==> src/rtl/md4_pkg.sv <==
`timescale 1ns / 1ps
// ----------------------------------------------------------------------------
// MD4 digest package
// Types, constants and step tables shared by the MD4 digest modules.
// ----------------------------------------------------------------------------
package md4_pkg;

  typedef enum logic [2:0] {
    S_IDLE,
    S_PAD,
    S_CRD,
    S_RUN,
    S_ADD,
    S_OUT
  } state_t;

  typedef struct packed {
    logic [1:0] rnd;
    logic [4:0] rot;
  } step_ctrl_t;

  localparam int unsigned NumSteps = 48;

  localparam logic [31:0] IV [4] = '{
    32'h67452301, 32'hefcdab89, 32'h98badcfe, 32'h10325476
  };

  function automatic logic [3:0] word_index(input logic [5:0] s);
    logic [3:0] t;
    logic [3:0] r;
    t = s[3:0];
    r = t;
    unique case (s[5:4])
      2'd0:    r = t;
      2'd1:    r = {t[1:0], t[3:2]};
      2'd2:    r = {t[0], t[1], t[2], t[3]};
      default: r = t;
    endcase
    return r;
  endfunction

  function automatic logic [4:0] rot_amount(input logic [1:0] rnd, input logic [1:0] j);
    logic [4:0] r;
    r = 5'd3;
    unique case (rnd)
      2'd0: begin
        unique case (j)
          2'd0: r = 5'd3;
          2'd1: r = 5'd7;
          2'd2: r = 5'd11;
          default: r = 5'd19;
        endcase
      end
      2'd1: begin
        unique case (j)
          2'd0: r = 5'd3;
          2'd1: r = 5'd5;
          2'd2: r = 5'd9;
          default: r = 5'd13;
        endcase
      end
      default: begin
        unique case (j)
          2'd0: r = 5'd3;
          2'd1: r = 5'd9;
          2'd2: r = 5'd11;
          default: r = 5'd15;
        endcase
      end
    endcase
    return r;
  endfunction

  function automatic logic [31:0] round_const(input logic [1:0] rnd);
    logic [31:0] k;
    unique case (rnd)
      2'd0:    k = 32'h00000000;
      2'd1:    k = 32'h5a827999;
      default: k = 32'h6ed9eba1;
    endcase
    return k;
  endfunction

endpackage

==> src/rtl/md4_in_if.sv <==
`timescale 1ns / 1ps
// ----------------------------------------------------------------------------
// MD4 byte channel
// Valid/ready channel carrying one message byte item with its flags.
// ----------------------------------------------------------------------------
interface md4_in_if;
  logic       valid;
  logic       ready;
  logic [7:0] data_byte;
  logic       byte_valid;
  logic       last_byte;

  modport source (output valid, data_byte, byte_valid, last_byte, input ready);
  modport sink   (input valid, data_byte, byte_valid, last_byte, output ready);
endinterface

==> src/rtl/md4_out_if.sv <==
`timescale 1ns / 1ps
// ----------------------------------------------------------------------------
// MD4 digest channel
// Valid/ready channel carrying one digest word item.
// ----------------------------------------------------------------------------
interface md4_out_if;
  logic        valid;
  logic        ready;
  logic [31:0] digest_word;
  logic        word_last;

  modport source (output valid, digest_word, word_last, input ready);
  modport sink   (input valid, digest_word, word_last, output ready);
endinterface

==> src/rtl/md4_step.sv <==
`timescale 1ns / 1ps
// ----------------------------------------------------------------------------
// MD4 step unit
// One compression step: round function, add of word and constant, rotate.
// ----------------------------------------------------------------------------
module md4_step (
  input  md4_pkg::step_ctrl_t ctrl,
  input  logic [31:0]         a,
  input  logic [31:0]         b,
  input  logic [31:0]         c,
  input  logic [31:0]         d,
  input  logic [31:0]         w,
  output logic [31:0]         result
);
  import md4_pkg::*;

  logic [31:0] f;
  logic [31:0] sum;
  logic [63:0] rot64;

  always_comb begin
    unique case (ctrl.rnd)
      2'd0:    f = (b & c) | (~b & d);
      2'd1:    f = (b & c) | (b & d) | (c & d);
      default: f = b ^ c ^ d;
    endcase
  end

  assign sum    = a + f + w + round_const(ctrl.rnd);
  assign rot64  = {sum, sum} << ctrl.rot;
  assign result = rot64[63:32];

endmodule

==> src/rtl/md4_message_digest.sv <==
`timescale 1ns / 1ps
// ----------------------------------------------------------------------------
// MD4 message digest
// Byte-streamed MD4 hash with a 16-word block memory and iterative compression.
//
//   channel     dir  handshake     payload
//   byte_ch     in   valid/ready   data_byte, byte_valid, last_byte
//   digest_ch   out  valid/ready   digest_word, word_last
//
// Byte items are taken while idle. The item that fills the block stalls input
// for one memory read set-up, 48 steps through the shared step unit and one
// chaining add. A last item brings pad writes from its word up to word 15, and
// a compression per padded block (one or two; a second one is padded whole),
// plus one more when its byte fills the block, then four digest items, held
// until taken. Reset is synchronous; the block memory is not cleared.
// ----------------------------------------------------------------------------
module md4_message_digest (
  input  logic      clk,
  input  logic      rst,
  md4_in_if.sink    byte_ch,
  md4_out_if.source digest_ch
);
  import md4_pkg::*;

  state_t      state, state_next;
  logic [5:0]  buffered_bytes;
  logic [60:0] msg_bytes;
  logic [31:0] acc;
  logic [31:0] chain [4];
  logic [31:0] a, b, c, d;
  logic [5:0]  step;
  logic [3:0]  wi;
  logic        fin;
  logic        phase;
  logic        pad_blk;
  logic [1:0]  k;

  logic [31:0] blk_mem [16];
  logic        mem_we;
  logic [3:0]  mem_waddr;
  logic [31:0] mem_wdata;
  logic [3:0]  mem_raddr;
  logic [31:0] mem_rdata;

  logic        in_acc, out_acc;
  logic [5:0]  pos_next;
  logic [31:0] acc_next;
  logic        blk_full;
  logic        long_pad;
  logic [63:0] bit_len;
  logic [31:0] pad_word;
  logic [5:0]  step_inc;
  step_ctrl_t  ctrl;
  logic [31:0] step_out;

  assign in_acc   = byte_ch.valid && byte_ch.ready;
  assign out_acc  = digest_ch.valid && digest_ch.ready;
  assign pos_next = buffered_bytes + {5'd0, byte_ch.byte_valid};
  assign acc_next = (buffered_bytes[1:0] == 2'd0) ? {24'd0, byte_ch.data_byte} :
                    (acc | ({24'd0, byte_ch.data_byte} << {buffered_bytes[1:0], 3'b000}));
  assign blk_full = in_acc && byte_ch.byte_valid && (buffered_bytes == 6'd63);
  assign long_pad = buffered_bytes > 6'd55;
  assign bit_len  = {msg_bytes + {55'd0, buffered_bytes}, 3'b000};
  assign step_inc = step + 6'd1;

  always_comb begin
    if (!phase && (wi == buffered_bytes[5:2])) begin
      pad_word = ((buffered_bytes[1:0] == 2'd0) ? 32'd0 : acc) |
                 (32'h80 << {buffered_bytes[1:0], 3'b000});
    end else if ((wi == 4'd14) && (phase || !long_pad)) begin
      pad_word = bit_len[31:0];
    end else if ((wi == 4'd15) && (phase || !long_pad)) begin
      pad_word = bit_len[63:32];
    end else begin
      pad_word = 32'd0;
    end
  end

  // next state
  always_comb begin
    state_next = state;
    unique case (state)
      S_IDLE: begin
        if (in_acc) begin
          if (blk_full) begin
            state_next = S_CRD;
          end else if (byte_ch.last_byte) begin
            state_next = S_PAD;
          end
        end
      end
      S_PAD: begin
        if (wi == 4'd15) begin
          state_next = S_CRD;
        end
      end
      S_CRD: state_next = S_RUN;
      S_RUN: begin
        if (step == 6'(NumSteps - 1)) begin
          state_next = S_ADD;
        end
      end
      S_ADD: begin
        if (!pad_blk) begin
          state_next = fin ? S_PAD : S_IDLE;
        end else if (!phase && long_pad) begin
          state_next = S_PAD;
        end else begin
          state_next = S_OUT;
        end
      end
      S_OUT: begin
        if (out_acc && (k == 2'd3)) begin
          state_next = S_IDLE;
        end
      end
      default: state_next = S_IDLE;
    endcase
  end

  // outputs and memory control
  always_comb begin
    byte_ch.ready         = 1'b0;
    digest_ch.valid       = 1'b0;
    digest_ch.digest_word = chain[k];
    digest_ch.word_last   = (k == 2'd3);
    mem_we                = 1'b0;
    mem_waddr             = buffered_bytes[5:2];
    mem_wdata             = acc_next;
    mem_raddr             = word_index(step_inc);
    unique case (state)
      S_IDLE: begin
        byte_ch.ready = 1'b1;
        mem_we        = in_acc && byte_ch.byte_valid && (buffered_bytes[1:0] == 2'd3);
      end
      S_PAD: begin
        mem_we    = 1'b1;
        mem_waddr = wi;
        mem_wdata = pad_word;
      end
      S_CRD: mem_raddr = word_index(6'd0);
      S_RUN: mem_raddr = word_index(step_inc);
      S_ADD: ;
      S_OUT: digest_ch.valid = 1'b1;
      default: ;
    endcase
  end

  always_ff @(posedge clk) begin
    if (mem_we) begin
      blk_mem[mem_waddr] <= mem_wdata;
    end
    mem_rdata <= blk_mem[mem_raddr];
  end

  assign ctrl.rnd = step[5:4];
  assign ctrl.rot = rot_amount(step[5:4], step[1:0]);

  md4_step u_step (
    .ctrl   (ctrl),
    .a      (a),
    .b      (b),
    .c      (c),
    .d      (d),
    .w      (mem_rdata),
    .result (step_out)
  );

  always_ff @(posedge clk) begin
    if (rst) begin
      state          <= S_IDLE;
      buffered_bytes <= '0;
      msg_bytes      <= '0;
      fin            <= 1'b0;
      phase          <= 1'b0;
      pad_blk        <= 1'b0;
      k              <= '0;
      step           <= '0;
      wi             <= '0;
      for (int i = 0; i < 4; i++) chain[i] <= IV[i];
    end else begin
      state <= state_next;
      unique case (state)
        S_IDLE: begin
          pad_blk <= 1'b0;
          if (in_acc) begin
            if (byte_ch.byte_valid) begin
              acc            <= acc_next;
              buffered_bytes <= pos_next;
            end
            if (byte_ch.last_byte) begin
              fin <= 1'b1;
            end
            wi <= pos_next[5:2];
          end
        end
        S_PAD: begin
          wi <= wi + 4'd1;
          if (wi == 4'd15) begin
            pad_blk <= 1'b1;
          end
        end
        S_CRD: begin
          a    <= chain[0];
          b    <= chain[1];
          c    <= chain[2];
          d    <= chain[3];
          step <= '0;
        end
        S_RUN: begin
          a    <= d;
          b    <= step_out;
          c    <= b;
          d    <= c;
          step <= step_inc;
        end
        S_ADD: begin
          chain[0] <= chain[0] + a;
          chain[1] <= chain[1] + b;
          chain[2] <= chain[2] + c;
          chain[3] <= chain[3] + d;
          wi       <= '0;
          if (!pad_blk) begin
            msg_bytes <= msg_bytes + 61'd64;
          end else if (!phase && long_pad) begin
            phase <= 1'b1;
          end
        end
        S_OUT: begin
          if (out_acc) begin
            k <= k + 2'd1;
            if (k == 2'd3) begin
              buffered_bytes <= '0;
              msg_bytes      <= '0;
              fin            <= 1'b0;
              phase          <= 1'b0;
              for (int i = 0; i < 4; i++) chain[i] <= IV[i];
            end
          end
        end
        default: ;
      endcase
    end
  end

  a_no_overlap: assert property (@(posedge clk) disable iff (rst)
    !(byte_ch.ready && digest_ch.valid))
    else $error("byte input open while digest pending");

  a_clear_after_digest: assert property (@(posedge clk) disable iff (rst)
    out_acc && digest_ch.word_last |=> (buffered_bytes == 6'd0) && (msg_bytes == 61'd0)
                                       && (chain[0] == IV[0]) && !fin)
    else $error("message state not cleared after digest");

  a_step_range: assert property (@(posedge clk) disable iff (rst)
    (state == S_RUN) |-> (step < 6'(NumSteps)))
    else $error("step counter out of range");

  a_no_write_in_compress: assert property (@(posedge clk) disable iff (rst)
    mem_we |-> !((state == S_RUN) || (state == S_CRD) || (state == S_ADD)))
    else $error("block memory written during compression");

  a_run_length: assert property (@(posedge clk) disable iff (rst)
    (state == S_CRD) |=> (state == S_RUN) && (step == 6'd0))
    else $error("compression did not start at step zero");

endmodule
==> src/flat_wrapper.sv <==
// flat-port wrapper written by rule: the top's interface ports become plain ports
module md4_message_digest_flat import md4_pkg::*;
  (clk, rst, byte_ch_valid, byte_ch_data_byte, byte_ch_byte_valid, byte_ch_last_byte, byte_ch_ready, digest_ch_valid, digest_ch_digest_word, digest_ch_word_last, digest_ch_ready);
  md4_in_if byte_ch_i ();
  md4_out_if digest_ch_i ();
  input  logic clk;
  input  logic rst;
  input wire logic [$bits(byte_ch_i.valid)-1:0] byte_ch_valid;
  input wire logic [$bits(byte_ch_i.data_byte)-1:0] byte_ch_data_byte;
  input wire logic [$bits(byte_ch_i.byte_valid)-1:0] byte_ch_byte_valid;
  input wire logic [$bits(byte_ch_i.last_byte)-1:0] byte_ch_last_byte;
  output wire logic [$bits(byte_ch_i.ready)-1:0] byte_ch_ready;
  output wire logic [$bits(digest_ch_i.valid)-1:0] digest_ch_valid;
  output wire logic [$bits(digest_ch_i.digest_word)-1:0] digest_ch_digest_word;
  output wire logic [$bits(digest_ch_i.word_last)-1:0] digest_ch_word_last;
  input wire logic [$bits(digest_ch_i.ready)-1:0] digest_ch_ready;
  assign byte_ch_i.valid = byte_ch_valid;
  assign byte_ch_i.data_byte = byte_ch_data_byte;
  assign byte_ch_i.byte_valid = byte_ch_byte_valid;
  assign byte_ch_i.last_byte = byte_ch_last_byte;
  assign byte_ch_ready = byte_ch_i.ready;
  assign digest_ch_valid = digest_ch_i.valid;
  assign digest_ch_digest_word = digest_ch_i.digest_word;
  assign digest_ch_word_last = digest_ch_i.word_last;
  assign digest_ch_i.ready = digest_ch_ready;
  md4_message_digest u_core (.clk(clk), .rst(rst), .byte_ch(byte_ch_i), .digest_ch(digest_ch_i));
endmodule
==> config.mk <==
export PLATFORM = sky130hd
export DESIGN_NAME = md4_message_digest_flat
export DESIGN_NICKNAME = d
export VERILOG_FILES = /design/src/rtl/md4_pkg.sv /design/src/rtl/md4_in_if.sv /design/src/rtl/md4_out_if.sv /design/src/rtl/md4_step.sv /design/src/rtl/md4_message_digest.sv /design/src/flat_wrapper.sv
export SDC_FILE = /design/constraint.sdc
export NUM_CORES = 2
export LEC_CHECK = 0
export BUFFER_PORTS_ARGS = -buffer_cell sky130_fd_sc_hd__buf_2
export CORE_MARGIN = 4
export CORE_UTILIZATION = 50
export CTS_CLUSTER_DIAMETER = 100
export DETAILED_ROUTE_END_ITERATION = 16
export PLACE_DENSITY = 0.65
export SLEW_MARGIN = 25
export SYNTH_ARGS = -nofsm -noshare
export SYNTH_HDL_FRONTEND = slang
export SYNTH_SLANG_ARGS = --single-unit
==> constraint.sdc <==
create_clock -name clk -period 9.55 [get_ports clk]
set_clock_uncertainty 0.05 [all_clocks]
set_input_delay 1.91 -clock clk [delete_from_list [all_inputs] [get_ports clk]]
set_output_delay 1.91 -clock clk [all_outputs]
set_load 0.1 [all_outputs]
# Word-level counts from Yosys, hierarchy flattened
# Memories as Yosys holds them, arrays and structs flattened. A register that Yosys moved wholly into a read port is not among the register bits.
# Index checks and enable logic that the tools add are counted.
[totals] ram_bits=640 regBits=245 n_memories=2 output_inout_bits=35 inputBits=14
[classes] n_eq_ne=29 n_lt_le_gt_ge=1 add_sub_neg=13 n_shift=3 n_bitwise=21 reduce_logical=32 mux=76
[memory_table] name="u_core.blk_mem" words=16 width=32 read_ports=1 rd_ports_with_merged_regs=1 write_ports=1 line_no="md4_message_digest.sv:38" text="logic [31:0] blk_mem [16];"
[memory_table] name="u_core.chain" words=4 width=32 read_ports=5 rd_ports_with_merged_regs=1 write_ports=4 line_no="md4_message_digest.sv:29" text="logic [31:0] chain [4];"
[ops] cell="$mux W32" count=14
[ops] cell="$pmux W32 S2" count=5
[ops] cell="$add A32 B32 Y32" count=7
[ops] cell="$mux W61" count=3
[ops] cell="$or A32 B32 Y32" count=5
[ops] cell="$and A32 B32 Y32" count=4
[ops] cell="$pmux W61 S2" count=1
[ops] cell="$shl A64 B5 Y64" count=1
[ops] cell="$xor A32 B32 Y32" count=2
[ops] cell="$pmux W31 S2" count=1
[ops] cell="$add A61 B6 Y61" count=1
[ops] cell="$add A61 B7 Y61 const B" count=1
[ops] cell="$pmux W4 S3" count=3
[ops] cell="$not A32 Y32" count=1
[ops] cell="$shl A8 B5 Y32" count=1
[ops] cell="$shl A8 B5 Y32 const A" count=1
[ops] cell="$mux W3" count=8
[ops] cell="$mux W6" count=4
[ops] cell="$pmux W6 S2" count=2
[ops] cell="$mux W1" count=22
[ops] cell="$reduce_and A5 Y1" count=4
[ops] cell="$pmux W3 S6" count=1
[ops] cell="$pmux W5 S3" count=1
[ops] cell="$ne A2 B1 Y1 const B" count=7
[ops] cell="31 further kinds" count=75

# Longest topological paths before layout
[logic_depth] ltp_word=9 ltp_mapped=22

# By module
# From an unflattened synthesis, not the netlist that was laid out.
[unflattened] hier_cells=5139 area_unflattened_um2=51360.5
[by_module_without_submodules] mod="md4_message_digest" area_each_um2=43192.7 instances=1 seq_area_each_um2=25644.6 cells_per_inst=3976
[by_module_without_submodules] mod="md4_step" area_each_um2=8167.8 instances=1 seq_area_each_um2=0.0 cells_per_inst=1163

# Worst setup path after synthesis
# OpenSTA, ideal clock, no wires.
[synth_timing] path_type="input -> register" start="input port rst" end="register u_core.a[0], enable pin" required_ns=8.883 arrival_time_ns=7.658 path_buffers=2 setup_slack_ns=1.224 cell_stages=3 path_cell_list="clkbuf_1 -> clkbuf_1 -> nor2_1"
[synth_between] elab_chain_len=2
[synth_lines] element="from (decl)" line_no="flat_wrapper.sv:7" text="input logic rst;"
[synth_lines] element="$not A1 Y1 (no line)"
[synth_lines] element="$reduce_and A2 Y1 (no line)"
[synth_lines] element="to (signal assigned)" line_no="md4_message_digest.sv:204" text="a <= chain[0];"
[synth_lines] element="to (decl)" line_no="md4_message_digest.sv:30" text="logic [31:0] a, b, c, d;"
# No other way between the ends.
# A chain may end at the register's enable or synchronous reset.

# Final worst setup path
[layout_timing] start="register u_core.step[4]" end="register u_core.b[4] (data pin)"
[layout_between] elab_chain_len=7 word_cells_on_any_way=10 cone_classes="add/sub (3); eq/ne (1); shift (1); mux (4); reduce/logical (1)"
[layout_lines] element="from (decl)" line_no="md4_message_digest.sv:31" text="logic [5:0] step;"
[layout_lines] element="from (signal assigned)" line_no="md4_message_digest.sv:215" text="step <= step_inc;"
[layout_lines] element="$eq A2 B1 Y1 / $logic_not A2 Y1 (equally long branches)" line_no="md4_pkg.sv:45, md4_pkg.sv:76, md4_step.sv:22"
[layout_lines] element="$pmux W32 S2" line_no="md4_step.sv:22" text="unique case (ctrl.rnd)"
[layout_lines] element="$add A32 B32 Y32 (3 in a row)" line_no="md4_step.sv:29" text="assign sum = a + f + w + round_const(ctrl.rnd);"
[layout_lines] element="$shl A64 B5 Y64 (*)" line_no="md4_step.sv:30" text="assign rot64 = {sum, sum} << ctrl.rot;"
[layout_lines] element="$pmux W32 S2 (*)" line_no="md4_message_digest.sv:183" text="unique case (state)"
[layout_lines] element="to (signal assigned)" line_no="md4_message_digest.sv:205" text="b <= chain[1];"
[layout_lines] element="to (signal assigned)" line_no="md4_message_digest.sv:212" text="b <= step_out;"
[layout_lines] element="to (decl)" line_no="md4_message_digest.sv:30"
# Every way passes the cells marked *; elsewhere a longest branch is shown, timed or not.

==> summary.md <==
| Metric | Value |
|---|---|
| CTS tree | built |
| Remaining DRCs | 0 |
| Worst-margin pin slew | 1.04 ns |
| R2R setup slack | 3.19 ns |
| # diodes | 0 |
| Synth warnings | 0 |
| Via density | 6.19 |
| Post-synthesis mux area share | 3.03% |
| Worst Setup Start Kind | flip-flop |
| LEAKAGE | 0.0205 uW |
| I/O pin count | 49 |
| Post-Synth XOR/XNOR Area | 3.11% |
| CP Capture Type | flip-flop |
| Num rows | 116 |
| Hold path cells | 2 |
| Hpwl dp | 102000 um |
| Antenna Nets Post-Route | 0 |
| Core footprint | 100000 um^2 |
| Final period util | 66.6% |
| RSZ-0062 raised after global routing | false |
| Final net count | 5226 |
| Prevailing post-synth register cell | edfxtp_1 |
| Most frequent cells in the layout | 1129 x nand2_1, 736 x edfxtp_1, 299 x a21oi_1, 293 x nor2_1, 184 x ha_1 |
| First-pass GRT wire length | 230000 um |
| Starting density of the core | 50.4% |
| Worst hold start | u_core.fin$_SDFFE_PP0P_ |
| Final GP Congestion | 0.966 |
| Worst-path fanout max | 34 |
| Post-synth ARST share | 0% |
| Finish-stage setup viols | 0 |
| Max-slew headroom | 30.5% |
| Antenna violations before repair | 0 |
| Path type of the worst setup path | reg -> reg |
| Synth cell types | 93 |
| #FFs+latches synth | 913 |
| Reg2Reg Launch Point | u_core.step[4]$_SDFFE_PP0N_ |
| Root buf cell | clkbuf_16 |
| Largest net degree at the start of global routing | 191 |
| DRT Pass-1 Iters | 6 |
| Hold Buf Count CTS | 0 |
| Worst skew pair latency | 0.73 ns |
| Share of post-route cells with drive strength above 1 | 7.93% |
| Fin area | 55500 um^2 |
| Fin. max-slew vios | 0 |
| Arrival time at the worst endpoint | 6.86 ns |
| Worst setup path start | u_core.step[4]$_SDFFE_PP0N_ |
| HP Class | reg -> reg |
| DR iter-0 viols | 4287 |
| Placed Instance Area | 52000 um^2 |
| Fill count | 8682 |
| Drt wl/cell | 24.4 um |
| Syn_area_per_cell | 10.1 um^2 |
| Vias | 39200 |
| CTS buffer count | 99 |
| Die W | 326 um |
| Setup TNS | 0 ns |
| H-tree depth | 3 |
| Max Cap Viol | 0 |
| Area growth syn-to-layout | 10.0% |
| Run status | completed |
| Post-Syn Area | 50500 um^2 |
| Tmin final | 6.36 ns |
| Die height | 326 um |
| Mapped Cells | 5011 |
| Postcts setup bufs | 0 |
| Syn Nets | 5291 |
| Most common cell after layout, fill and taps aside | nand2_1 |
| Post-Route WL | 154000 um |
| Cts repair resizes | 0 |
| Compound-Gate Fraction of Synth Area | 14.8% |
| Clk sinks | 913 |
| Synth area leader | edfxtp_1 |
| Overflow after GRT | 0 |
| Post-Synth Simple-Gate Area | 17.1% |
| Clock tree buffer depth | 3 |
| PwrDens | 246 nW/um^2 |
| Req. time, crit path | 10.05 ns |
| Total track usage | 28.2% |
| I/O Buffers | 48 |
| Number of global-route vias before repair | 36200 |
| Adder-Cell Fraction of Synth Area | 7.81% |
| Main area contributors after synthesis | edfxtp_1 44%, nand2_1 8.4%, dfxtp_1 7.0% |
| Sequential-to-total area share from yosys stat | 50.8% |
| Final Hold Violating Endpoints | 0 |
| Reg2Reg Depth | 16 |
| CTS clk-pin slew, worst paths | 0.06 ns |
| Die area | 106000 um^2 |
| Share of the synthesized area in the top cell type | 43.8% |
| EDFF count, synth | 736 |
| F_max | 157 MHz |
| Worst VDD drop | 0.000171 V |
| Largest family of logic cells by synthesized area | simple AND/OR/NAND/NOR gates |
through the flow:
step / setup WS, ns / util, % / cells / hold slack [ns] / total power (uW)
final: 3.19 / 55.4 / 6331 / 0.437 / 13600
after global routing: 2.82 / 55.4 / 6331 / 0.459 / 14200
after CTS: 3.29 / 55.4 / 6330 / 0.435 / 13600
after detailed placement: 3.33 / 51.9 / 6142 / 0.424 / 9520
after global placement: 3.45 / 51.9 / 6142 / 0.421 / 9500
after floorplan: 1.22 / - / 5011 / 0.394 / 8120
metal layers:
| metal | part of all wire (%) | vias up | GRT usage [%] |
|---|---|---|---|
| li1 | - | 18100 | - |
| met1 | 43 | 19200 | 39.4 |
| met2 | 47 | 1647 | 46.0 |
| met3 | 7.5 | 250 | 4.25 |
| met4 | 2.9 | 0 | 7.79 |
| met5 | 0 | - | 0 |
final cells by class:
class                   count  area [um^2]  share of cell area (%)
flip-flops and latches    913        25600                    46.2
multi-input cells        3674        23400                    42.2
clock buffers             122         2620                    4.73
well taps                1298         1620                    2.92
clock inverters            66          866                    1.56
repair buffers            116          800                    1.44
inverters                 142          533                   0.960
where the power goes:
part / switching, uW / internal (uW)
clock: 1690 / 2380
combinational: 3120 / 1470
sequential: 158 / 4810
total: 4970 / 8660
synth_stat cells, types with 16 or more instances:
cell,n
nand2_1,1130
edfxtp_1,736
nor2_1,316
a21oi_1,300
clkbuf_1,243
ha_1,184
o21ai_0,181
dfxtp_1,177
nand3_1,149
inv_1,140
and3_1,132
a31oi_1,95
xor2_1,90
xnor2_1,89
fa_1,82
a211oi_1,81
a311oi_1,75
a21o_1,72
mux2i_1,66
o211ai_1,63
nor3_1,60
o21a_1,53
a22oi_1,48
mux4_2,32
or3_1,32
nand2b_1,27
and2_1,25
nor2b_1,23
o21bai_1,23
nand4_1,22
o22ai_1,16
cells by family after synthesis:
kind of cell | count (synthesis)
DFF | 913
muxes | 111
AOI/OAI and AO/OA | 1133
and+or+nand+nor | 1985
buffers and inverters | 424
xor gates and xnor gates | 179
adders and majority gates | 266
critical path, cell delays in order (launching register included):
cell,delay [ns]
dfxtp_2,0.51
or2_2,0.50
inv_1,0.62
fa_1,0.57
fa_1,0.52
inv_1,0.05
ha_1,0.40
nand2_1,0.10
o21ai_0,0.42
o211ai_1,0.35
a21o_1,0.31
a311oi_1,0.79
mux2i_1,0.27
mux2i_1,0.30
mux2_2,0.23
nor2_1,0.04
o21ai_0,0.16
path summary, 6_finish.rpt:
path	end
setup / recovery	u_core.b[4]$_DFFE_PP_
hold / removal	u_core.fin$_SDFFE_PP0P_
hold reg to reg	u_core.fin$_SDFFE_PP0P_
setup reg to reg	u_core.b[4]$_DFFE_PP_
flip-flops by register name, summed over array words and instances, names as in the netlist, named ones only:
register	cells
u_core.blk_mem	512
u_core.chain	128
u_core.msg_bytes	55
u_core.a	32
u_core.acc	32
u_core.b	32
u_core.c	32
u_core.d	32
u_core.mem_rdata	32
u_core.buffered_bytes	6
u_core.step	6
u_core.wi	4
u_core.state	3
u_core.k	2
u_core.fin	1
u_core.pad_blk	1
u_core.phase	1
(Power assumes the default switching activity.)
